File: src/rtl/assert_macros.svh
// ----------------------------------------------------------------------------
// Assertion macros
// Assertion forms for the speed meter top level.
// ----------------------------------------------------------------------------
`ifndef ASSERT_MACROS_SVH
`define ASSERT_MACROS_SVH

// The consequent must hold in the same cycle as the antecedent.
`define ASSERT_IMPLIES(label, clk, rst_n, ante, cons) \
  label: assert property (@(posedge clk) disable iff (!rst_n) (ante) |-> (cons)) \
    else $error("assertion failed: same-cycle implication");

// The consequent must hold in the cycle after the antecedent.
`define ASSERT_NEXT(label, clk, rst_n, ante, cons) \
  label: assert property (@(posedge clk) disable iff (!rst_n) (ante) |=> (cons)) \
    else $error("assertion failed: next-cycle implication");

`endif

File: src/rtl/ppsm_pkg.sv
// ----------------------------------------------------------------------------
// Pulse period speed meter package
// Widths, reset values, register map codes and shared types.
// ----------------------------------------------------------------------------
`timescale 1ns / 1ps

package ppsm_pkg;

  // Counter and field widths.
  localparam int CNT_W      = 16;
  localparam int OVF_W      = 8;
  localparam int PERIOD_W   = CNT_W + OVF_W;
  localparam int DIVIDEND_W = 24;
  localparam int LIMIT_W    = 8;
  localparam int TRIM_W     = 4;
  localparam int SPEED_W    = 16;

  // The divider covers both the dividend and the period.
  localparam int DIV_W      = (PERIOD_W > DIVIDEND_W) ? PERIOD_W : DIVIDEND_W;
  localparam int DIV_STEP_W = $clog2(DIV_W + 1);

  // Register reset values.
  localparam logic [DIVIDEND_W-1:0] DIVIDEND_RESET = DIVIDEND_W'(1724138);
  localparam logic [LIMIT_W-1:0]    LIMIT_RESET    = LIMIT_W'(64);
  localparam logic [TRIM_W-1:0]     TRIM_RESET     = TRIM_W'(2);

  // Register map.
  localparam int APB_ADDR_W = 4;
  localparam int APB_DATA_W = 32;
  localparam logic [1:0] REG_SPEED_DIVIDEND = 2'd0;
  localparam logic [1:0] REG_OVERFLOW_LIMIT = 2'd1;
  localparam logic [1:0] REG_LATENCY_TRIM   = 2'd2;

  // Sequencer states.
  typedef enum logic [1:0] {
    ST_IDLE,
    ST_DIVIDE,
    ST_PUBLISH
  } ppsm_state_e;

  // Divider control and status.
  typedef struct packed {
    logic start;
  } ppsm_div_ctrl_t;

  typedef struct packed {
    logic busy;
    logic done;
  } ppsm_div_stat_t;

endpackage

File: src/rtl/ppsm_div.sv
// ----------------------------------------------------------------------------
// Serial divider
// Restoring unsigned divider that resolves one quotient bit per cycle.
// ----------------------------------------------------------------------------
`timescale 1ns / 1ps

module ppsm_div
  import ppsm_pkg::*;
(
  input  logic                 clk_i,
  input  logic                 rst_ni,
  input  ppsm_div_ctrl_t       ctrl_i,
  input  logic [DIV_W-1:0]     dividend_i,
  input  logic [DIV_W-1:0]     divisor_i,
  output ppsm_div_stat_t       stat_o,
  output logic [DIV_W-1:0]     quotient_o
);

  logic                  busy_q, busy_d;
  logic                  done_q, done_d;
  logic [DIV_STEP_W-1:0] count_q, count_d;
  logic [DIV_W-1:0]      rem_q, rem_d;
  logic [DIV_W-1:0]      quot_q, quot_d;
  logic [DIV_W-1:0]      divisor_q, divisor_d;
  logic [DIV_W:0]        shifted;
  logic [DIV_W+1:0]      trial;

  // One restoring step: shift in the next dividend bit and try a subtract.
  assign shifted = {rem_q, quot_q[DIV_W-1]};
  assign trial   = {1'b0, shifted} - {2'b00, divisor_q};

  always_comb begin
    busy_d    = busy_q;
    done_d    = 1'b0;
    count_d   = count_q;
    rem_d     = rem_q;
    quot_d    = quot_q;
    divisor_d = divisor_q;
    if (ctrl_i.start) begin
      busy_d    = 1'b1;
      count_d   = DIV_STEP_W'(DIV_W);
      rem_d     = '0;
      quot_d    = dividend_i;
      divisor_d = divisor_i;
    end else if (busy_q) begin
      if (!trial[DIV_W+1]) begin
        rem_d  = trial[DIV_W-1:0];
        quot_d = {quot_q[DIV_W-2:0], 1'b1};
      end else begin
        rem_d  = shifted[DIV_W-1:0];
        quot_d = {quot_q[DIV_W-2:0], 1'b0};
      end
      count_d = count_q - DIV_STEP_W'(1);
      if (count_q == DIV_STEP_W'(1)) begin
        busy_d = 1'b0;
        done_d = 1'b1;
      end
    end
  end

  // Control state.
  always_ff @(posedge clk_i or negedge rst_ni) begin
    if (!rst_ni) begin
      busy_q  <= 1'b0;
      done_q  <= 1'b0;
      count_q <= '0;
    end else begin
      busy_q  <= busy_d;
      done_q  <= done_d;
      count_q <= count_d;
    end
  end

  // Datapath.
  always_ff @(posedge clk_i) begin
    rem_q     <= rem_d;
    quot_q    <= quot_d;
    divisor_q <= divisor_d;
  end

  // A zero divisor yields an all-ones quotient, which saturates upstream.
  assign stat_o.busy = busy_q;
  assign stat_o.done = done_q;
  assign quotient_o  = quot_q;

endmodule

File: src/rtl/pulse_period_speed_meter.sv
// ----------------------------------------------------------------------------
// Pulse period speed meter
// Measures the period between sensor edges and reports speed as a reciprocal.
// ----------------------------------------------------------------------------
// Each input transaction may carry a timebase tick, a sensor edge and a
// report request, handled in that order. A transaction that needs no new
// speed value goes through the publish state to the output register. One
// whose request refreshes the speed of a running sensor first waits in the
// divide state for the serial divider, which resolves one of 24 quotient bits
// per cycle. The block accepts one transaction at a time; the output register
// lets the next one start while an earlier result still waits to be taken.
`timescale 1ns / 1ps

module pulse_period_speed_meter
  import ppsm_pkg::*;
(
  input  logic                  clk_i,
  input  logic                  rst_ni,
  // Configuration port.
  input  logic                  psel,
  input  logic                  penable,
  input  logic                  pwrite,
  input  logic [APB_ADDR_W-1:0] paddr,
  input  logic [APB_DATA_W-1:0] pwdata,
  output logic [APB_DATA_W-1:0] prdata,
  output logic                  pready,
  // Input channel.
  input  logic                  in_valid_i,
  output logic                  in_ready_o,
  input  logic                  tick_i,
  input  logic                  sensor_edge_i,
  input  logic                  report_request_i,
  // Output channel.
  output logic                  out_valid_o,
  input  logic                  out_ready_i,
  output logic [SPEED_W-1:0]    speed_tenths_o,
  output logic                  stopped_o,
  output logic                  recomputed_o
);

`include "assert_macros.svh"

  // Configuration registers.
  logic [DIVIDEND_W-1:0] speed_dividend_q;
  logic [LIMIT_W-1:0]    overflow_limit_q;
  logic [TRIM_W-1:0]     latency_trim_q;
  logic                  cfg_write;

  // Sequencer.
  ppsm_state_e state_q, state_d;
  logic        accept;
  logic        out_free;
  logic        publish;
  logic        need_div;

  // Measurement state.
  logic [CNT_W-1:0]    tick_count_q, tick_count_d;
  logic [OVF_W-1:0]    overflow_count_q, overflow_count_d;
  logic [PERIOD_W-1:0] period_q, period_d;
  logic                armed_q, armed_d;
  logic                stopped_q, stopped_d;
  logic                changed_q, changed_d;
  logic [SPEED_W-1:0]  speed_q, speed_d;
  logic                refreshed_q, refreshed_d;

  // Per-transaction intermediate values.
  logic [CNT_W-1:0] tc_step;
  logic             wrap;
  logic             limit_hit;
  logic [OVF_W-1:0] ovf_step;
  logic             stop_step;
  logic             armed_step;
  logic             chg_step;
  logic [CNT_W-1:0] low_part;
  logic             capture;
  logic             stop_after;
  logic             chg_after;

  // Output register.
  logic               out_valid_q, out_valid_d;
  logic [SPEED_W-1:0] out_speed_q;
  logic               out_stopped_q;
  logic               out_recomputed_q;

  // Divider.
  ppsm_div_ctrl_t     div_ctrl;
  ppsm_div_stat_t     div_stat;
  logic [DIV_W-1:0]   quotient;
  logic [SPEED_W-1:0] speed_sat;

  // Register write and read.
  assign pready    = 1'b1;
  assign cfg_write = psel && penable && pwrite && pready;

  always_ff @(posedge clk_i or negedge rst_ni) begin
    if (!rst_ni) begin
      speed_dividend_q <= DIVIDEND_RESET;
      overflow_limit_q <= LIMIT_RESET;
      latency_trim_q   <= TRIM_RESET;
    end else if (cfg_write) begin
      unique case (paddr[3:2])
        REG_SPEED_DIVIDEND: speed_dividend_q <= pwdata[DIVIDEND_W-1:0];
        REG_OVERFLOW_LIMIT: overflow_limit_q <= pwdata[LIMIT_W-1:0];
        REG_LATENCY_TRIM:   latency_trim_q   <= pwdata[TRIM_W-1:0];
        default: ;
      endcase
    end
  end

  always_comb begin
    unique case (paddr[3:2])
      REG_SPEED_DIVIDEND: prdata = APB_DATA_W'(speed_dividend_q);
      REG_OVERFLOW_LIMIT: prdata = APB_DATA_W'(overflow_limit_q);
      REG_LATENCY_TRIM:   prdata = APB_DATA_W'(latency_trim_q);
      default:            prdata = '0;
    endcase
  end

  // Tick, edge and request effects of the transaction on offer.
  always_comb begin
    tc_step    = tick_i ? tick_count_q + CNT_W'(1) : tick_count_q;
    wrap       = tick_i && (tc_step == '0);
    limit_hit  = wrap && (overflow_count_q >= overflow_limit_q);
    ovf_step   = (wrap && !limit_hit) ? overflow_count_q + OVF_W'(1) : overflow_count_q;
    stop_step  = stopped_q || limit_hit;
    armed_step = armed_q && !limit_hit;
    chg_step   = changed_q || limit_hit;
    low_part   = tc_step - CNT_W'(latency_trim_q);
    capture    = sensor_edge_i && armed_step;
    stop_after = capture ? 1'b0 : stop_step;
    chg_after  = capture || chg_step;
    need_div   = report_request_i && chg_after && !stop_after;
  end

  // Saturate the quotient to the speed width.
  assign speed_sat = (|quotient[DIV_W-1:SPEED_W]) ? '1 : quotient[SPEED_W-1:0];

  // Next measurement state.
  always_comb begin
    tick_count_d     = tick_count_q;
    overflow_count_d = overflow_count_q;
    period_d         = period_q;
    armed_d          = armed_q;
    stopped_d        = stopped_q;
    changed_d        = changed_q;
    speed_d          = speed_q;
    refreshed_d      = refreshed_q;
    if (accept) begin
      tick_count_d     = sensor_edge_i ? '0 : tc_step;
      overflow_count_d = sensor_edge_i ? '0 : ovf_step;
      armed_d          = sensor_edge_i || armed_step;
      stopped_d        = stop_after;
      changed_d        = chg_after;
      refreshed_d      = 1'b0;
      if (capture) begin
        period_d = {ovf_step, low_part};
      end
      if (report_request_i && chg_after) begin
        changed_d   = 1'b0;
        refreshed_d = 1'b1;
        if (stop_after) begin
          speed_d = '0;
        end
      end
    end else if (div_stat.done) begin
      speed_d = speed_sat;
    end
  end

  // Sequencer next state.
  always_comb begin
    state_d = state_q;
    unique case (state_q)
      ST_IDLE: begin
        if (accept) begin
          state_d = need_div ? ST_DIVIDE : ST_PUBLISH;
        end
      end
      ST_DIVIDE: begin
        if (div_stat.done) begin
          state_d = ST_PUBLISH;
        end
      end
      ST_PUBLISH: begin
        if (out_free) begin
          state_d = ST_IDLE;
        end
      end
      default: state_d = ST_IDLE;
    endcase
  end

  // Sequencer outputs.
  always_comb begin
    in_ready_o     = 1'b0;
    publish        = 1'b0;
    div_ctrl.start = 1'b0;
    unique case (state_q)
      ST_IDLE:    in_ready_o = 1'b1;
      ST_DIVIDE:  ;
      ST_PUBLISH: publish = out_free;
      default:    ;
    endcase
    accept         = in_valid_i && in_ready_o;
    div_ctrl.start = accept && need_div;
  end

  assign out_free    = !out_valid_q || out_ready_i;
  assign out_valid_d = publish || (out_valid_q && !out_ready_i);

  // Control and measurement state.
  always_ff @(posedge clk_i or negedge rst_ni) begin
    if (!rst_ni) begin
      state_q          <= ST_IDLE;
      tick_count_q     <= '0;
      overflow_count_q <= '0;
      period_q         <= '0;
      armed_q          <= 1'b0;
      stopped_q        <= 1'b1;
      changed_q        <= 1'b1;
      speed_q          <= '0;
      refreshed_q      <= 1'b0;
      out_valid_q      <= 1'b0;
    end else begin
      state_q          <= state_d;
      tick_count_q     <= tick_count_d;
      overflow_count_q <= overflow_count_d;
      period_q         <= period_d;
      armed_q          <= armed_d;
      stopped_q        <= stopped_d;
      changed_q        <= changed_d;
      speed_q          <= speed_d;
      refreshed_q      <= refreshed_d;
      out_valid_q      <= out_valid_d;
    end
  end

  // Result payload is loaded when the result is handed to the output register.
  always_ff @(posedge clk_i) begin
    if (publish) begin
      out_speed_q      <= speed_q;
      out_stopped_q    <= stopped_q;
      out_recomputed_q <= refreshed_q;
    end
  end

  assign out_valid_o    = out_valid_q;
  assign speed_tenths_o = out_speed_q;
  assign stopped_o      = out_stopped_q;
  assign recomputed_o   = out_recomputed_q;

  // Divider for the reciprocal.
  ppsm_div u_div (
    .clk_i      (clk_i),
    .rst_ni     (rst_ni),
    .ctrl_i     (div_ctrl),
    .dividend_i (DIV_W'(speed_dividend_q)),
    .divisor_i  (DIV_W'(period_d)),
    .stat_o     (div_stat),
    .quotient_o (quotient)
  );

  // A new transaction is never taken while the divider is still working.
  `ASSERT_IMPLIES(a_ready_not_busy, clk_i, rst_ni, in_ready_o, !div_stat.busy)
  // Divider completion only arrives while the sequencer waits for it.
  `ASSERT_IMPLIES(a_done_in_divide, clk_i, rst_ni, div_stat.done, state_q == ST_DIVIDE)
  // Acceptance always leaves the input side blocked in the following cycle.
  `ASSERT_NEXT(a_accept_blocks, clk_i, rst_ni, accept, !in_ready_o)
  // A stopped sensor always reports zero speed once refreshed.
  `ASSERT_IMPLIES(a_stopped_zero, clk_i, rst_ni,
    out_valid_o && recomputed_o && stopped_o, speed_tenths_o == '0)

endmodule
File: config.mk
export PLATFORM = sky130hd
export DESIGN_NAME = pulse_period_speed_meter
export DESIGN_NICKNAME = d
export VERILOG_FILES = /design/src/rtl/ppsm_pkg.sv /design/src/rtl/ppsm_div.sv /design/src/rtl/pulse_period_speed_meter.sv
export VERILOG_INCLUDE_DIRS = /design/src /design/src/rtl
export SDC_FILE = /design/constraint.sdc
export NUM_CORES = 1
export LEC_CHECK = 0
export ABC_AREA = 1
export BUFFER_PORTS_ARGS = -buffer_cell sky130_fd_sc_hd__buf_2
export CORE_ASPECT_RATIO = 1.75
export CORE_MARGIN = 2
export CORE_UTILIZATION = 45
export DETAILED_ROUTE_END_ITERATION = 12
export PLACE_DENSITY_LB_ADDON = 0.05
export SYNTH_ARGS = -nofsm -noshare
export SYNTH_HDL_FRONTEND = slang
export SYNTH_HIERARCHICAL = 1
export SYNTH_SLANG_ARGS = --single-unit
File: constraint.sdc
create_clock -name clk_i -period 7.73 [get_ports clk_i]
set_input_delay 0.773 -clock clk_i [delete_from_list [all_inputs] [get_ports clk_i]]
set_output_delay 0.773 -clock clk_i [all_outputs]
set_load 0.02 [all_outputs]
==> metrics.cfg <==
[cells_and_area]
utilization_pct = 50.5
nNetsFinal = 1679
n_antenna_cell = 0
layout-drive-gt1-share_pct = 11.6
area_growth_pct = 11.3

[detailed_routing]
viasPerCell = 5.00
ant_nets = 0
drt_iter0_markers = 536
drc_errors = 0
vias = 9633
routed_wl_um = 29900
drt_pass1_iterations = 5
wl_per_cell_um = 15.5

[sta]
fin_skew_ns = 0.0262
rsz0062_at_grt = false
fmax_mhz = 225
finalHoldViolCount = 0
fin_crit_sh_pct = 57.4
tightest_slew_ns = 0.994
fin_crit_ns = 4.44
slew_headroom_pct = 33.7
hold_ws_ns = 0.313
setup_violations = 0
slew_violations = 0
fin_tns_setup_ns = 0

[pwr]
ir_drop_v = 0.000210
pwr_density_cell_nw_per_um2 = 397
design_power_total_mw = 5.15
leakage_nw = 6.73

[grt]
grt_first_pass_wirelength_um = 49400
track_usage_pct = 22.5
grt_pass1_vias = 9777
globalRoute.totalOverflow = 0
grt_max_degree = 59
antenna_found_initial = 1

[clock_network]
postCtsSetupBuffers = 0
ctsRootBufferMaster = clkbuf_16
cts_tree = built
h-tree-depth = 1
clock_path_buffers = 3
cts_hold_buf = 0
cts_buffers = 22
clkTransAtPathRegs_ns = 0.06
cts_repair_resize_count = 0
cts_sinks = 204
clock_latency_ns = 0.53

[worst_setup_path]
end_kind = register
cp.required_ns = 7.89
crit_arrival_ns = 4.60
crit_fanout = 35
cp-start-kind = register
path_class = reg -> reg
cp_cell_sequence = ha_1 -> nand3_2 -> nor2_4 -> nand3_2 -> nand2_1 -> nand2_1 -> nand3_2 -> nor2_4 -> nand3_4 -> nand3_2 -> nand2_2 -> nand2_2 -> nor2_4 -> buf_4 -> nor2_1 -> buf_4 -> inv_1 -> buf_4
cp_slowest_cell = nor2_4
slowest_delay_ns = 0.60
cpMostUsedCell = nand3_2

[placement]
hpwl_um = 22200
globalplace.congestion = 0.902
io_buffers = 79

[floorplanning]
io_pins = 99
dieWidth_um = 126
initial_core_util_pct = 45.4
std_cell_rows = 78
core_um2 = 25700
die_y_um = 217
dieArea_um2 = 27300

[logic_synthesis]
ys_warn_count = 6
synth_cells = 1522
syn_area_per_cell_um2 = 7.66
netlist_area_um2 = 11700

[flow_run]
max_cap_violations = 0

[run_status]
status = finished, final reports clean

[worst_hold_path]
worstHoldPathType = in -> async

## metrics by stage
stage               setup slack [ns]  cells  instance area, µm²
floorplan                       2.65   1529               11700
global placement                2.92   1887               12300
detailed placement              2.84   1887               12300
CTS                             3.19   1927               13000
global route                    2.90   1927               13000
finish                          3.29   1927               13000
## worst paths after layout
kind	startpoint	endpoint	slack, ns	cells after the start
min reg2reg	speed_q[11]	speed_tenths_o[11]	0.45	0
max reg2reg	tick_count_q[0]	u_div/quotient_o[9]	3.29	18
max in group asynchronous	rst_ni	u_div/count_q[4]	6.12	2
min	rst_ni	tick_count_q[2]	0.31	1
max	tick_count_q[0]	u_div/quotient_o[9]	3.29	18
min in group clk_i	speed_q[11]	speed_tenths_o[11]	0.45	0
## worst max-delay path, delay by kind of cell, from the launching register on
| kind | cells | cell delay [ns] |
|---|---|---|
| simple gates | 13 | 2.19 |
| buf+inv | 4 | 1.13 |
| fa+ha+maj | 1 | 0.27 |
| flops | 1 | 0.43 |
## layout by cell type (no fill, tap or decap), types with 5 or more instances in the layout
cell type  count
nand2_2       12
o21ai_1       14
o21ai_0       48
nand3b_1      16
inv_2          5
nand4_1       15
inv_1        254
dfstp_2       16
dfrtp_1       98
conb_1         9
dfxtp_1       24
xor2_1        16
ha_1          40
nand2_1      480
nor2_4         6
nand3_2        8
nor2_2         9
buf_2         78
buf_4          9
xnor2_1       10
nor3_1        10
clkbuf_16     23
clkbuf_1       9
a21oi_1       59
o22ai_1       16
nand3_1       99
edfxtp_1      66
nor2_1       105
## flip-flops by register name, indices dropped and copies added, names as in the netlist, 2 cells and up
| register | flops |
|---|---|
| overflow_count_q | 8 |
| overflow_limit_q | 8 |
| speed_q | 16 |
| speed_tenths_o | 16 |
| state_q | 2 |
| latency_trim_q | 4 |
| tick_count_q | 16 |
| u_div/quotient_o | 24 |
| u_div/rem_q | 24 |
| speed_dividend_q | 24 |
| period_q | 24 |
| u_div/count_q | 5 |
| u_div/divisor_q | 24 |
## routing by layer
layer  track usage (%)  routed length (µm)
met2              44.3               16400
met5                 0                  11
met1              24.7               11800
met4              7.52                 906
met3              2.36                 804
## power breakdown
group	total (mW)	leakage, nW	internal [mW]	switching, mW
Clock	1.08	0.346	0.626	0.451
Sequential	1.81	2.23	1.60	0.216
Combinational	2.26	4.16	0.761	1.50
## cell type report
cell class	instances	area (µm²)
Clock buffer	33	623
Inverter	263	987
Timing Repair Buffer	87	458
Tap cell	320	400
Clock inverter	7	88.8
Fill cell	2611	12700
Multi-Input combinational cell	1013	5080
Sequential cell	204	5340
Note: power is estimated with default switching activity, not from simulation.
